**config.mk**
```make
export PLATFORM = sky130hd
export DESIGN_NAME = cartridge_bank_mapper_with_irq_core
export DESIGN_NICKNAME = d
export VERILOG_FILES = /design/src/design/cbm_pkg.sv /design/src/design/cbm_chr_store.sv /design/src/design/cartridge_bank_mapper_with_irq_core.sv
export SDC_FILE = /design/constraint.sdc
export NUM_CORES = 1
export LEC_CHECK = 0
export ABC_AREA = 1
export BUFFER_PORTS_ARGS = -buffer_cell sky130_fd_sc_hd__buf_2
export CAP_MARGIN = 20
export CORE_ASPECT_RATIO = 1.75
export CORE_MARGIN = 2
export CORE_UTILIZATION = 35
export CTS_BUF_LIST = sky130_fd_sc_hd__clkbuf_4
export DETAILED_ROUTE_END_ITERATION = 8
export GPL_ROUTABILITY_DRIVEN = 0
export GPL_TIMING_DRIVEN = 0
export HOLD_SLACK_MARGIN = 0.05
export PLACE_DENSITY = 0.65
export REMOVE_ABC_BUFFERS = 1
export SKIP_CTS_REPAIR_TIMING = 1
export SYNTH_ARGS = -nofsm -noshare
export SYNTH_HDL_FRONTEND = slang
export SYNTH_SLANG_ARGS = --single-unit
```
**constraint.sdc**
```tcl
create_clock -name clk_i -period 2.2 [get_ports clk_i]
set_input_delay 0.22 -clock clk_i [delete_from_list [all_inputs] [get_ports clk_i]]
set_output_delay 0.22 -clock clk_i [all_outputs]
set_load 0.01 [all_outputs]
```
**src/design/cbm_pkg.sv**
```systemverilog
// Shared constants, types and decode helpers for the cartridge bank mapper.
package cbm_pkg;

  // Reset value of the 8K PRG register is the second-to-last bank.
  localparam int unsigned PRG_8K_BANKS = 32;
  localparam logic [7:0]  PRG8_RESET   = 8'(PRG_8K_BANKS - 2);

  localparam logic [15:0] ADDR_MASK = 16'hF003;

  // Register decode after masking.
  localparam logic [15:0] SEL_PRG16   = 16'h8000;
  localparam logic [15:0] SEL_PRG8    = 16'hC000;
  localparam logic [15:0] SEL_CHR_D0  = 16'hD000;
  localparam logic [15:0] SEL_CHR_D1  = 16'hD001;
  localparam logic [15:0] SEL_CHR_D2  = 16'hD002;
  localparam logic [15:0] SEL_CHR_D3  = 16'hD003;
  localparam logic [15:0] SEL_CHR_E0  = 16'hE000;
  localparam logic [15:0] SEL_CHR_E1  = 16'hE001;
  localparam logic [15:0] SEL_CHR_E2  = 16'hE002;
  localparam logic [15:0] SEL_CHR_E3  = 16'hE003;
  localparam logic [15:0] SEL_MIRROR  = 16'hB003;
  localparam logic [15:0] SEL_LATCH   = 16'hF000;
  localparam logic [15:0] SEL_IRQ_ACK = 16'hF001;
  localparam logic [15:0] SEL_IRQ_CTL = 16'hF002;

  // Mirroring codes (data & 0x7F).
  localparam logic [6:0] MIR_CODE_MASK = 7'h7F;
  localparam logic [6:0] MIR_CODE_VERT = 7'h20;
  localparam logic [6:0] MIR_CODE_HORZ = 7'h24;
  localparam logic [6:0] MIR_CODE_LOW  = 7'h28;
  localparam logic [6:0] MIR_CODE_HI_A = 7'h08;
  localparam logic [6:0] MIR_CODE_HI_B = 7'h2C;

  localparam logic [1:0] MIR_VERTICAL   = 2'd0;
  localparam logic [1:0] MIR_HORIZONTAL = 2'd1;
  localparam logic [1:0] MIR_SINGLE_LOW = 2'd2;
  localparam logic [1:0] MIR_SINGLE_HI  = 2'd3;

  localparam logic [8:0] PRESCALE_PERIOD = 9'h072;
  localparam logic [7:0] COUNT_TOP       = 8'hFF;

  localparam int unsigned CHR_SLOTS = 8;

  // Write request into the CHR bank store.
  typedef struct packed {
    logic       en;
    logic [2:0] slot;
    logic [7:0] data;
  } chr_wr_t;

  // Read request from the CHR bank store.
  typedef struct packed {
    logic       en;
    logic [2:0] slot;
  } chr_rd_t;

  // CHR slot written by a masked address; the middle two slots of each group of four are swapped.
  function automatic logic [2:0] chr_slot_of(logic [15:0] sel);
    logic [2:0] slot;
    slot = 3'd0;
    unique case (sel)
      SEL_CHR_D0: slot = 3'd0;
      SEL_CHR_D1: slot = 3'd2;
      SEL_CHR_D2: slot = 3'd1;
      SEL_CHR_D3: slot = 3'd3;
      SEL_CHR_E0: slot = 3'd4;
      SEL_CHR_E1: slot = 3'd6;
      SEL_CHR_E2: slot = 3'd5;
      SEL_CHR_E3: slot = 3'd7;
      default:    slot = 3'd0;
    endcase
    return slot;
  endfunction

endpackage

```
**src/design/cbm_chr_store.sv**
```systemverilog
// CHR bank store: synchronous memory with per-entry valid bits and write forwarding.
module cbm_chr_store (
  input  logic             clk_i,
  input  logic             rst_ni,
  input  cbm_pkg::chr_wr_t wr_i,
  input  cbm_pkg::chr_rd_t rd_i,
  output logic [7:0]       bank_o
);

  logic [7:0]                     mem_q [cbm_pkg::CHR_SLOTS];
  logic [cbm_pkg::CHR_SLOTS-1:0]  vld_q;
  logic [7:0]                     rdata_q;
  logic [2:0]                     rslot_q;
  logic                           rvld_q;
  logic                           fwd_q;
  logic [7:0]                     fwd_data_q;

  always_ff @(posedge clk_i) begin
    if (wr_i.en) begin
      mem_q[wr_i.slot] <= wr_i.data;
    end
  end

  always_ff @(posedge clk_i or negedge rst_ni) begin
    if (!rst_ni) begin
      vld_q <= '0;
    end else if (wr_i.en) begin
      vld_q[wr_i.slot] <= 1'b1;
    end
  end

  // Read returns the old entry; forward a write to the same slot in the same beat.
  always_ff @(posedge clk_i) begin
    if (rd_i.en) begin
      rdata_q    <= mem_q[rd_i.slot];
      rslot_q    <= rd_i.slot;
      rvld_q     <= vld_q[rd_i.slot];
      fwd_q      <= wr_i.en && (wr_i.slot == rd_i.slot);
      fwd_data_q <= wr_i.data;
    end
  end

  // Unwritten slot i reads as bank i.
  assign bank_o = fwd_q  ? fwd_data_q :
                  rvld_q ? rdata_q    : {5'd0, rslot_q};

endmodule

```
**src/design/cartridge_bank_mapper_with_irq_core.sv**
```systemverilog
// Top level of the cartridge bank mapper with cycle-driven IRQ counter.
// Each accepted input beat yields its result beat in the next cycle.
// Throughput: one item per cycle; ready falls only while a result waits unclaimed.
// The CHR bank store is read once per item; its read is registered alongside the other state.
// Reset: asynchronous, active low; clears IRQ state and the 16K PRG and mirroring registers,
// loads the 8K PRG reset bank, and marks every CHR slot unwritten so slot i reports bank i.
module cartridge_bank_mapper_with_irq_core #(
  parameter int unsigned PRG_8K_BANKS = cbm_pkg::PRG_8K_BANKS
) (
  input  logic        clk_i,
  input  logic        rst_ni,
  input  logic        in_valid_i,
  output logic        in_ready_o,
  input  logic        action_i,
  input  logic [15:0] address_i,
  input  logic [7:0]  wdata_i,
  input  logic [6:0]  cycles_i,
  input  logic [2:0]  chr_slot_i,
  output logic        out_valid_o,
  input  logic        out_ready_i,
  output logic        irq_level_o,
  output logic [7:0]  prg_bank_16k_o,
  output logic [7:0]  prg_bank_8k_o,
  output logic [1:0]  mirror_mode_o,
  output logic [7:0]  chr_bank_o
);

  // Second-to-last 8K bank, low eight bits.
  localparam logic [7:0] PRG8_RESET = 8'(PRG_8K_BANKS - 2);

  logic        accept;
  logic [15:0] sel;
  logic        is_write;
  logic        is_chr;
  logic [6:0]  mir_code;
  logic [8:0]  acc_sum;
  logic [8:0]  acc_left;
  logic        overflow;

  logic        out_valid_q;
  logic [1:0]  irq_ctrl_q,   irq_ctrl_d;
  logic [7:0]  irq_count_q,  irq_count_d;
  logic [7:0]  irq_reload_q, irq_reload_d;
  logic [7:0]  prescale_q,   prescale_d;
  logic        irq_pend_q,   irq_pend_d;
  logic [7:0]  prg16_q,      prg16_d;
  logic [7:0]  prg8_q,       prg8_d;
  logic [1:0]  mirror_q,     mirror_d;

  cbm_pkg::chr_wr_t chr_wr;
  cbm_pkg::chr_rd_t chr_rd;

  assign in_ready_o = !out_valid_q || out_ready_i;
  assign accept     = in_valid_i && in_ready_o;
  assign sel        = address_i & cbm_pkg::ADDR_MASK;
  assign is_write   = !action_i;
  assign mir_code   = wdata_i[6:0] & cbm_pkg::MIR_CODE_MASK;

  always_comb begin
    unique case (sel)
      cbm_pkg::SEL_CHR_D0, cbm_pkg::SEL_CHR_D1, cbm_pkg::SEL_CHR_D2,
      cbm_pkg::SEL_CHR_D3, cbm_pkg::SEL_CHR_E0, cbm_pkg::SEL_CHR_E1,
      cbm_pkg::SEL_CHR_E2, cbm_pkg::SEL_CHR_E3: is_chr = 1'b1;
      default:                                  is_chr = 1'b0;
    endcase
  end

  // Prescaler: at most one counter step per tick, remainder saturated.
  assign acc_sum  = {1'b0, prescale_q} + {2'b00, cycles_i};
  assign overflow = acc_sum >= cbm_pkg::PRESCALE_PERIOD;
  assign acc_left = overflow ? acc_sum - cbm_pkg::PRESCALE_PERIOD : acc_sum;

  always_comb begin
    irq_ctrl_d   = irq_ctrl_q;
    irq_count_d  = irq_count_q;
    irq_reload_d = irq_reload_q;
    prescale_d   = prescale_q;
    irq_pend_d   = irq_pend_q;
    prg16_d      = prg16_q;
    prg8_d       = prg8_q;
    mirror_d     = mirror_q;
    if (is_write) begin
      unique case (sel)
        cbm_pkg::SEL_PRG16: prg16_d = wdata_i;
        cbm_pkg::SEL_PRG8:  prg8_d  = wdata_i;
        cbm_pkg::SEL_MIRROR: begin
          if (mir_code == cbm_pkg::MIR_CODE_HI_A || mir_code == cbm_pkg::MIR_CODE_HI_B) begin
            mirror_d = cbm_pkg::MIR_SINGLE_HI;
          end else if (mir_code == cbm_pkg::MIR_CODE_VERT) begin
            mirror_d = cbm_pkg::MIR_VERTICAL;
          end else if (mir_code == cbm_pkg::MIR_CODE_HORZ) begin
            mirror_d = cbm_pkg::MIR_HORIZONTAL;
          end else if (mir_code == cbm_pkg::MIR_CODE_LOW) begin
            mirror_d = cbm_pkg::MIR_SINGLE_LOW;
          end
        end
        cbm_pkg::SEL_LATCH: irq_reload_d = wdata_i;
        cbm_pkg::SEL_IRQ_ACK: begin
          irq_ctrl_d = {irq_ctrl_q[0], irq_ctrl_q[0]};
          irq_pend_d = 1'b0;
        end
        cbm_pkg::SEL_IRQ_CTL: begin
          irq_ctrl_d = wdata_i[1:0];
          if (wdata_i[1]) begin
            irq_count_d = irq_reload_q;
            prescale_d  = 8'd0;
          end
          irq_pend_d = 1'b0;
        end
        default: ;
      endcase
    end else if (irq_ctrl_q[1]) begin
      if (overflow) begin
        if (irq_count_q == cbm_pkg::COUNT_TOP) begin
          irq_count_d = irq_reload_q;
          irq_pend_d  = 1'b1;
        end else begin
          irq_count_d = irq_count_q + 8'd1;
        end
      end
      prescale_d = acc_left[8] ? 8'hFF : acc_left[7:0];
    end
  end

  // State advances only on an accepted beat, so it doubles as the result payload.
  always_ff @(posedge clk_i or negedge rst_ni) begin
    if (!rst_ni) begin
      out_valid_q  <= 1'b0;
      irq_ctrl_q   <= '0;
      irq_count_q  <= '0;
      irq_reload_q <= '0;
      prescale_q   <= '0;
      irq_pend_q   <= 1'b0;
      prg16_q      <= '0;
      prg8_q       <= PRG8_RESET;
      mirror_q     <= cbm_pkg::MIR_VERTICAL;
    end else begin
      if (accept) begin
        out_valid_q  <= 1'b1;
        irq_ctrl_q   <= irq_ctrl_d;
        irq_count_q  <= irq_count_d;
        irq_reload_q <= irq_reload_d;
        prescale_q   <= prescale_d;
        irq_pend_q   <= irq_pend_d;
        prg16_q      <= prg16_d;
        prg8_q       <= prg8_d;
        mirror_q     <= mirror_d;
      end else if (out_ready_i) begin
        out_valid_q <= 1'b0;
      end
    end
  end

  assign chr_wr.en   = accept && is_write && is_chr;
  assign chr_wr.slot = cbm_pkg::chr_slot_of(sel);
  assign chr_wr.data = wdata_i;
  assign chr_rd.en   = accept;
  assign chr_rd.slot = chr_slot_i;

  cbm_chr_store u_chr_store (
    .clk_i  (clk_i),
    .rst_ni (rst_ni),
    .wr_i   (chr_wr),
    .rd_i   (chr_rd),
    .bank_o (chr_bank_o)
  );

  assign out_valid_o    = out_valid_q;
  assign irq_level_o    = irq_pend_q;
  assign prg_bank_16k_o = prg16_q;
  assign prg_bank_8k_o  = prg8_q;
  assign mirror_mode_o  = mirror_q;

  // IRQ only rises from an accepted tick.
  assert property (@(posedge clk_i) disable iff (!rst_ni)
    $rose(irq_pend_q) |-> $past(accept && action_i))
    else $error("IRQ raised without an accepted tick");

  // Acknowledge and control writes clear the IRQ.
  assert property (@(posedge clk_i) disable iff (!rst_ni)
    (accept && is_write && (sel == cbm_pkg::SEL_IRQ_ACK || sel == cbm_pkg::SEL_IRQ_CTL))
    |=> !irq_pend_q)
    else $error("IRQ not cleared by acknowledge or control write");

  // A tick with the counter disabled leaves prescaler and counter alone.
  assert property (@(posedge clk_i) disable iff (!rst_ni)
    (accept && action_i && !irq_ctrl_q[1]) |=> ($stable(prescale_q) && $stable(irq_count_q)))
    else $error("Disabled counter advanced on tick");

endmodule
```
# Word level (Yosys, flattened, before mapping)
# Memories as Yosys holds them, arrays and structs flattened. A register that Yosys moved wholly into a read port is not among the register bits.
# Cells that the tools add are included.
[totals]
regBits = 67
ramBits = 64
inputBits = 39
output_inout_bits = 29
elab_cells = 110
n_memories = 1
[op_classes]
addsub = 3
magnitude_cmp = 4
n_eq_ne = 24
mux = 34
n_bitwise = 3
reduce_logical = 26
[memory_table]
columns = ["name", "words", "word_bits", "rd", "rd_ports_with_merged_regs", "write_ports", "line", "text"]
rows = [
  ["u_chr_store.mem_q", 8, 8, 1, 1, 1, "cbm_chr_store.sv:10", "logic [7:0] mem_q [cbm_pkg::CHR_SLOTS];"],
]
[op_table]
columns = ["operator", "n"]
rows = [
  ["$mux W8", 13],
  ["$eq A6 B6 Y1 const B", 14],
  ["$eq A7 B6 Y1 const B", 4],
  ["$pmux W3 S7", 1],
  ["$mux W1", 12],
  ["$reduce_and A3 Y1", 4],
  ["$reduce_and A4 Y1", 3],
  ["$reduce_and A5 Y1", 2],
  ["$reduce_bool A2 Y1", 5],
  ["$add A8 B7 Y9", 1],
  ["$ge A9 B7 Y1 const B", 1],
  ["$mux W9", 1],
  ["$sub A9 B7 Y9 const B", 1],
  ["$add A8 B1 Y8 const B", 1],
  ["$eq A8 B8 Y1 const B", 1],
  ["$lt A3 B4 Y1 const B", 2],
  ["$mux W2", 4],
  ["$or A8 B8 Y8", 1],
  ["$reduce_or A8 Y1", 1],
  ["$eq A7 B4 Y1 const B", 1],
  ["$ne A2 B1 Y1 const B", 3],
  ["$logic_and A1 B1 Y1", 5],
  ["$pmux W2 S2", 1],
  ["$reduce_bool A4 Y1", 1],
  ["other kinds (8)", 11],
]

# Depth between registers and ports, before layout
# Gate-level depths: netlist of run 1.
[depth]
word_depth = 7
mapped_depth = 19
depth_no_buf = 19

# By module
# From an unflattened synthesis of run 1, not the netlist that was laid out.
[unflattened]
hier_cells = 768
area_unflattened_um2 = 7085.5
[by_module_without_submodules]
columns = ["module", "n_inst", "cells_per_inst", "area_each_um2", "seq_area_each_um2"]
rows = [
  ["cbm_chr_store", 1, 396, 4137.7, 2752.6],
  ["cartridge_bank_mapper_with_irq_core", 1, 372, 2947.8, 1156.1],
]

# Worst setup path before layout of run 1
# No wires, ideal clock.
[synth_path]
kind = "reg-to-reg"
start = "register out_valid_q, in the netlist out_valid_o"
end = "memory u_chr_store.mem_q[3][0] (enable)"
setup_ns = 0.397
arrival_time_ns = 2.118
slack_ns = -0.314
stages_incl_launch_ff = 8
path_buffers = 0
cell_sequence = "dfrtp_1 nand2_1 nand2_1 nor2_2 inv_1 nor2_1 inv_1 nor4_1"
[synth_via]
elab_chain_cells = 7
[synth_lines]
columns = ["element", "line", "text"]
rows = [
  ["start: declaration", "cartridge_bank_mapper_with_irq_core.sv:40", "logic out_valid_q;"],
  ["start signal: assignment", "cartridge_bank_mapper_with_irq_core.sv:128", "out_valid_q <= 1'b0;"],
  ["start signal: assignment", "cartridge_bank_mapper_with_irq_core.sv:139", "out_valid_q <= 1'b1;"],
  ["start signal: assignment", "cartridge_bank_mapper_with_irq_core.sv:149", "out_valid_q <= 1'b0;"],
  ["$logic_not A1 Y1", "cartridge_bank_mapper_with_irq_core.sv:53", "assign in_ready_o = !out_valid_q || out_ready_i;"],
  ["$logic_or A1 B1 Y1", "cartridge_bank_mapper_with_irq_core.sv:53", ""],
  ["via in_ready_o", "cartridge_bank_mapper_with_irq_core.sv:13", "output logic in_ready_o,"],
  ["$logic_and A1 B1 Y1", "cartridge_bank_mapper_with_irq_core.sv:54", "assign accept = in_valid_i && in_ready_o;"],
  ["$logic_and A1 B1 Y1 (2 in a row)", "cartridge_bank_mapper_with_irq_core.sv:154", "assign chr_wr.en = accept && is_write && is_chr;"],
  ["$mux W1", "cbm_chr_store.sv:19", "if (wr_i.en) begin"],
  ["$mux W1 (not written as such)", "cbm_chr_store.sv:20", "mem_q[wr_i.slot] <= wr_i.data;"],
  ["end: declaration", "cbm_chr_store.sv:10", ""],
]
# The timed path passes the listed nets, and every way through them passes these cells.

# Final worst setup path of run 1
[layout_path]
start = "register prescale_q[0]"
end = "register prescale_q[5]"
[layout_via]
elab_chain_cells = 6
word_cells_on_any_way = 7
classes_between = "add/sub: 2; order compare: 1; mux: 4"
[layout_lines]
columns = ["element", "line", "text"]
rows = [
  ["start: declaration", "cartridge_bank_mapper_with_irq_core.sv:44", "logic [7:0] prescale_q, prescale_d;"],
  ["start signal: assignment", "cartridge_bank_mapper_with_irq_core.sv:143", "prescale_q <= prescale_d;"],
  ["$add A8 B7 Y9 *", "cartridge_bank_mapper_with_irq_core.sv:69", "assign acc_sum = {1'b0, prescale_q} + {2'b00, cycles_i};"],
  ["$sub A9 B7 Y9 / $ge A9 B7 Y1 (equally long branches)", "cartridge_bank_mapper_with_irq_core.sv:71, cartridge_bank_mapper_with_irq_core.sv:70", ""],
  ["$mux W9 *", "cartridge_bank_mapper_with_irq_core.sv:71", "assign acc_left = overflow ? acc_sum - cbm_pkg::PRESCALE_PERIOD : acc_sum;"],
  ["$mux W8 *", "cartridge_bank_mapper_with_irq_core.sv:121", "prescale_d = acc_left[8] ? 8'hFF : acc_left[7:0];"],
  ["$mux W8 *", "cartridge_bank_mapper_with_irq_core.sv:112", "end else if (irq_ctrl_q[1]) begin"],
  ["$mux W8 *", "cartridge_bank_mapper_with_irq_core.sv:82", "if (is_write) begin"],
]
# Mark *: on every way between the ends. The rest lies on a longest branch, timed or not. The select of a mux whose other input is x is not followed.
# A chain may end at the register's enable or synchronous reset.

==> results of run 1 <==
## flip-flops by register name, indices dropped and copies added (netlist names), 8 cells and up
name and cells:
u_chr_store.mem_q 64, irq_reload_q 8, prg_bank_8k_o 8, irq_count_q 8
u_chr_store.rdata_q 8, u_chr_store.fwd_data_q 8, prescale_q 8, u_chr_store.vld_q 8
prg_bank_16k_o 8
## worst register-to-register path: cells and delay by family, from the launching register on
kind	cells	cell delay, ns
and+or+nand+nor	8	0.73
adders and majority gates	2	0.41
AOI/OAI and AO/OA	1	0.29
buffers and inverters	4	0.43
DFF	1	0.44
## worst max path at each step
stage	slack, ns	to	startpoint	cells after the start
after floorplan	-0.31	u_chr_store.mem_q[3][0]	out_valid_o	7
after global placement	-0.92	u_chr_store.mem_q[3][7]	out_valid_o	7
after detailed placement	-0.54	prescale_q[5]	prescale_q[0]	14
after CTS	-0.55	prescale_q[5]	prescale_q[0]	14
after global routing	-0.32	irq_count_q[3]	prescale_q[0]	15
final	-0.19	prescale_q[5]	prescale_q[0]	15
## cells by family after synthesis
| kind of cell | count (synthesis) | share of synthesized area |
|---|---|---|
| compound gates | 115 | 0.09311 |
| xor+xnor | 13 | 0.01736 |
| fa+ha+maj | 10 | 0.02023 |
| buf+inv | 85 | 0.04941 |
| flops | 139 | 0.5961 |
| mux | 1 | 0.001717 |
| simple gates | 328 | 0.2221 |
## layer usage
metal | vias up | GRT usage | part of all wire
met4 | 0 | 0.04667 | 0.012
li1 | 2504 | - | -
met2 | 93 | 0.2823 | 0.55
met1 | 2403 | 0.1707 | 0.40
met5 | - | 0 | 0
met3 | 13 | 0.02815 | 0.036
## synth_stat cells (all sizes together), types with 8 or more instances
master    n
a21oi    21
a31oi    10
clkbuf   19
dfrtp    50
edfxtp   85
ha        9
inv      61
nand2   168
nand3    28
nand4    21
nor2     96
o21ai    73
o22ai     9
xor2      8
## stage by stage
stage                     setup WS [ns]  cell area, sq um  total power [mW]
final                           -0.1889              7910             8.035
after global routing            -0.3160              7910             8.527
after CTS                       -0.5476              7431             7.302
after detailed placement        -0.5355              7107             5.444
after global placement          -0.9220              7063             5.413
after floorplan                 -0.3144              6480             4.906
## area by class of cell
cell class | instances | area [sq um]
flip-flops and latches | 139 | 3909
clock buffers | 17 | 127.6
clock inverters | 15 | 196.4
well taps | 238 | 297.8
fillers | 1805 | 10590
diodes | 1 | 2.502
repair buffers | 89 | 594.3
inverters | 65 | 246.5
multi-input cells | 467 | 2536
## power breakdown
| part | switching, mW | internal (mW) | leakage (nW) |
|---|---|---|---|
| clock network | 1.09 | 0.747 | 0.176 |
| registers | 0.161 | 2.97 | 1.47 |
| logic | 1.79 | 1.28 | 1.75 |
| total | 3.04 | 4.99 | 3.40 |
==> flow_summary.json, run 1 <==
{
  "dpl.hpwl_mm": 10.24,
  "path_clk_slew_ns": 0.15,
  "grt_usage": 0.1507,
  "cp_slowest_stage_delay_ns": 0.44,
  "timing.rr.start": "prescale_q[0]",
  "wl_per_cell_microns": 14.53,
  "cts_root_buf": "clkbuf_4",
  "hold_path.class": "primary input to flop",
  "core_sq_um": 18500,
  "final_cells": 1031,
  "mostFrequentLayoutCells": "nand2_1, nor2_1, edfxtp_1, o21ai_0, buf_2",
  "overflow": 0,
  "antenna_found_initial": 1,
  "tns_ns": -2.615,
  "regToRegSetupSlack_ns": -0.19,
  "hold_violations": 0,
  "slew_headroom": 0.3218,
  "layout_commonest_cell": "nand2_1",
  "p_leak_nw": 3.403,
  "rr_worst_depth": 15,
  "grt_max_degree": 39,
  "drtPass1Iterations": 4,
  "start_util": 0.3545,
  "die_height_microns": 185.1,
  "cp_max_fo": 6,
  "synthArstFlopShare": 0.3885,
  "drc_errors": 0,
  "netlist.area_leader.share": 0.3892,
  "synth.top_cells.by_area": "edfxtp_1, dfrtp_1, nand2_1",
  "synth.largest_area_cell": "edfxtp_1",
  "critPathRequiredTime_ns": 2.66,
  "io_buffers": 57,
  "maxSlewViolCount": 0,
  "fmax_mhz": 418.6,
  "grt_pass1_wl_mm": 23.15,
  "holdWs_ns": 0.1036,
  "min_period_ns": 2.389,
  "first_global_vias": 4575,
  "netlist-cell-type-count": 39,
  "holdPathEnd": "prescale_q[0]",
  "final_core_util": 0.4276,
  "ant_nets": 0,
  "min_path_cells": 6,
  "syn_inst": 691,
  "synth_area_per_cell_sq_um": 9.490,
  "crit_slowest_cell": "dfrtp_1",
  "num_io_pins": 68,
  "final_nets": 828,
  "critPathLaunchType": "flop",
  "clockBufferDepth": 2,
  "via_per_inst": 4.862,
  "clock_skew_ns": 0.01941,
  "ys_seq_area_frac": 0.5961,
  "crit_chain": "ha_4 > inv_2 > fa_2 > inv_2 > nand3_2 > nand2_4 > a21oi_1 > nand2_1 > inv_2 > nand3_4 > buf_4 > nand2_4 > nand2_1 > nand2_1 > nand2_1",
  "cts_htree_levels": 4,
  "path_delay_family": "simple AND/OR/NAND/NOR gates",
  "irDropWorstVdd_mv": 0.6834,
  "setup_viol": 17,
  "synth-edff-count": 85,
  "status": "finished with violations",
  "num_rows": 66,
  "failed_checks": "setup timing",
  "clock_sinks": 139,
  "dp.cells": 969,
  "worst_slack_ns": -0.1889,
  "via_count": 5013,
  "rsz0062_at_grt": "yes",
  "ys.warnings.count": 0,
  "timing.rr.end": "prescale_q[5]",
  "finalWirelength_mm": 14.98,
  "drt-initial-drc-count": 245,
  "synthToLayoutAreaGrowth_pct": 20.63,
  "cap_violations": 0,
  "p_per_area_nw_per_um2": 1016,
  "cpMostUsedCell": "nand2_1",
  "worst-setup-path-type": "flop to flop",
  "cp-end-kind": "flop",
  "cp.arrival_ns": 2.85,
  "worstMarginPinSlew_ns": 1.016,
  "layout-drive-gt1-share": 0.2323,
  "dieArea_sq_um": 19890,
  "ys_ff_latch": 139,
  "hold_start": "cycles_i[0]",
  "fp.dieW_microns": 107.5,
  "period_share": 1.086,
  "cp.buffers_inverters": 4,
  "cts_buffers": 17,
  "synthFlopType": "edfxtp_1",
  "clk_latency_ns": 0.54,
  "cts_tree": "yes",
  "synthesis.area_sq_um": 6558
}
Power figures use the tool's default switching activity.
==> inputs of run 2 (changes only) <==
- CTS_BUF_LIST: sky130_fd_sc_hd__clkbuf_4 -> sky130_fd_sc_hd__clkbuf_8
==> run 2 against run 1 <==
Register-to-register slack barely moved. The run still ends with setup timing left. Hold slack got worse by 0.040 ns. Clock skew fell by 0.0056 ns. Critical endpoint is now irq_level_o.
==> flow_summary.json, run 2 (synthesis gave the netlist of run 1 again) <==
{
  "via_per_inst": 4.847,
  "io_buffers": 57,
  "worst_slack_ns": -0.1913,
  "wl_per_cell_microns": 14.52,
  "clock_skew_ns": 0.01381,
  "layout_commonest_cell": "nand2_1",
  "critPathRequiredTime_ns": 2.58,
  "fmax_mhz": 418.2,
  "final_cells": 1019,
  "dieArea_sq_um": 19890,
  "seq_area_sq_um": 3909,
  "setup_viol": 17,
  "min_period_ns": 2.391,
  "dp.cells": 969,
  "clockBufferDepth": 2,
  "worstMarginPinSlew_ns": 0.9997,
  "num_rows": 66,
  "tns_ns": -2.833,
  "holdWs_ns": 0.06312,
  "first_global_vias": 4590,
  "dp_slack_ns": -0.5355,
  "grt_pass1_wl_mm": 23.23,
  "via_count": 4939,
  "num_io_pins": 68,
  "die_height_microns": 185.1,
  "path_clk_slew_ns": 0.10,
  "cap_violations": 0,
  "period_share": 1.087,
  "status": "finished with violations",
  "drc_errors": 0,
  "cts_htree_levels": 4,
  "dpl.hpwl_mm": 10.24,
  "clock_sinks": 139,
  "multiInputGateArea_sq_um": 2549,
  "critPathLaunchType": "flop",
  "failed_checks": "setup timing",
  "cp-end-kind": "flop",
  "hold_path.class": "primary input to flop",
  "core_sq_um": 18500,
  "final_core_util": 0.4286,
  "fp.dieW_microns": 107.5,
  "drtPass1Iterations": 5,
  "cp.arrival_ns": 2.77,
  "cts_root_buf": "clkbuf_8",
  "start_util": 0.3545,
  "irDropWorstVdd_mv": 0.7144,
  "grt_max_degree": 39,
  "worst-setup-path-type": "flop to flop",
  "drt-initial-drc-count": 183,
  "clk_latency_ns": 0.45,
  "grt_usage": 0.1522,
  "top_register": "u_chr_store.mem_q",
  "antenna_found_initial": 0,
  "p_per_area_nw_per_um2": 1071,
  "fillCellCount": 1813,
  "maxSlewViolCount": 0,
  "cts_buffers": 17,
  "largest_reg_flops": 64,
  "synthToLayoutAreaGrowth_pct": 20.91,
  "hold_violations": 0,
  "cp_max_fo": 5,
  "place_area_sq_um": 7107,
  "mostFrequentLayoutCells": "nand2_1, nor2_1, edfxtp_1, o21ai_0, buf_2",
  "rsz0062_at_grt": "yes",
  "p_leak_nw": 3.410,
  "finalWirelength_mm": 14.80,
  "final_area_sq_um": 7929,
  "p_total_mw": 8.491,
  "n_antenna_cell": 0,
  "final_nets": 817,
  "slew_headroom": 0.3328,
  "cts_tree": "yes",
  "ant_nets": 0,
  "layout-drive-gt1-share": 0.2318,
  "overflow": 0
}
run 2: final timing paths:
check | from | to | slack [ns] | cells past startpoint
max in group asynchronous | rst_ni | prg_bank_8k_o[2] | 1.21 | 3
max reg2reg | prescale_q[0] | irq_level_o | -0.19 | 13
min | out_ready_i | out_valid_o | 0.06 | 4
min in group asynchronous | rst_ni | prescale_q[5] | 0.31 | 2
min reg2reg | u_chr_store.vld_q[5] | u_chr_store.vld_q[5] | 0.46 | 2
max | prescale_q[0] | irq_level_o | -0.19 | 13
run 2: per-layer routing:
| layer | part of all wire | GRT usage |
|---|---|---|
| met3 | 0.037 | 0.03695 |
| met1 | 0.40 | 0.1703 |
| met2 | 0.55 | 0.2828 |
| met5 | 0 | 0 |
| met4 | 0.012 | 0.04410 |
run 2: where the power goes:
part           leakage, nW  internal, mW  switching [mW]  total, mW
Combinational         1.72          1.33            1.81       3.13
Clock                0.220          1.08            1.15       2.23
Sequential            1.47          2.97           0.163       3.13
run 2: layout make-up:
cell class,count,area share
Sequential cell,139,0.4930
Timing Repair Buffer,78,0.06265
Clock buffer,17,0.02951
Multi-Input combinational cell,467,0.3214
Clock inverter,15,0.02478
Tap cell,238,0.03756
Inverter,65,0.03109
run 2: critical path: stages (launching register included):
cell	delay, ns
dfrtp_1	0.40
ha_4	0.15
inv_2	0.04
fa_2	0.39
xor2_2	0.19
buf_4	0.14
nand4_1	0.15
nor2_4	0.16
nand3_4	0.09
nand3_4	0.14
buf_4	0.15
buf_4	0.10
nand4_1	0.07
a21oi_1	0.15
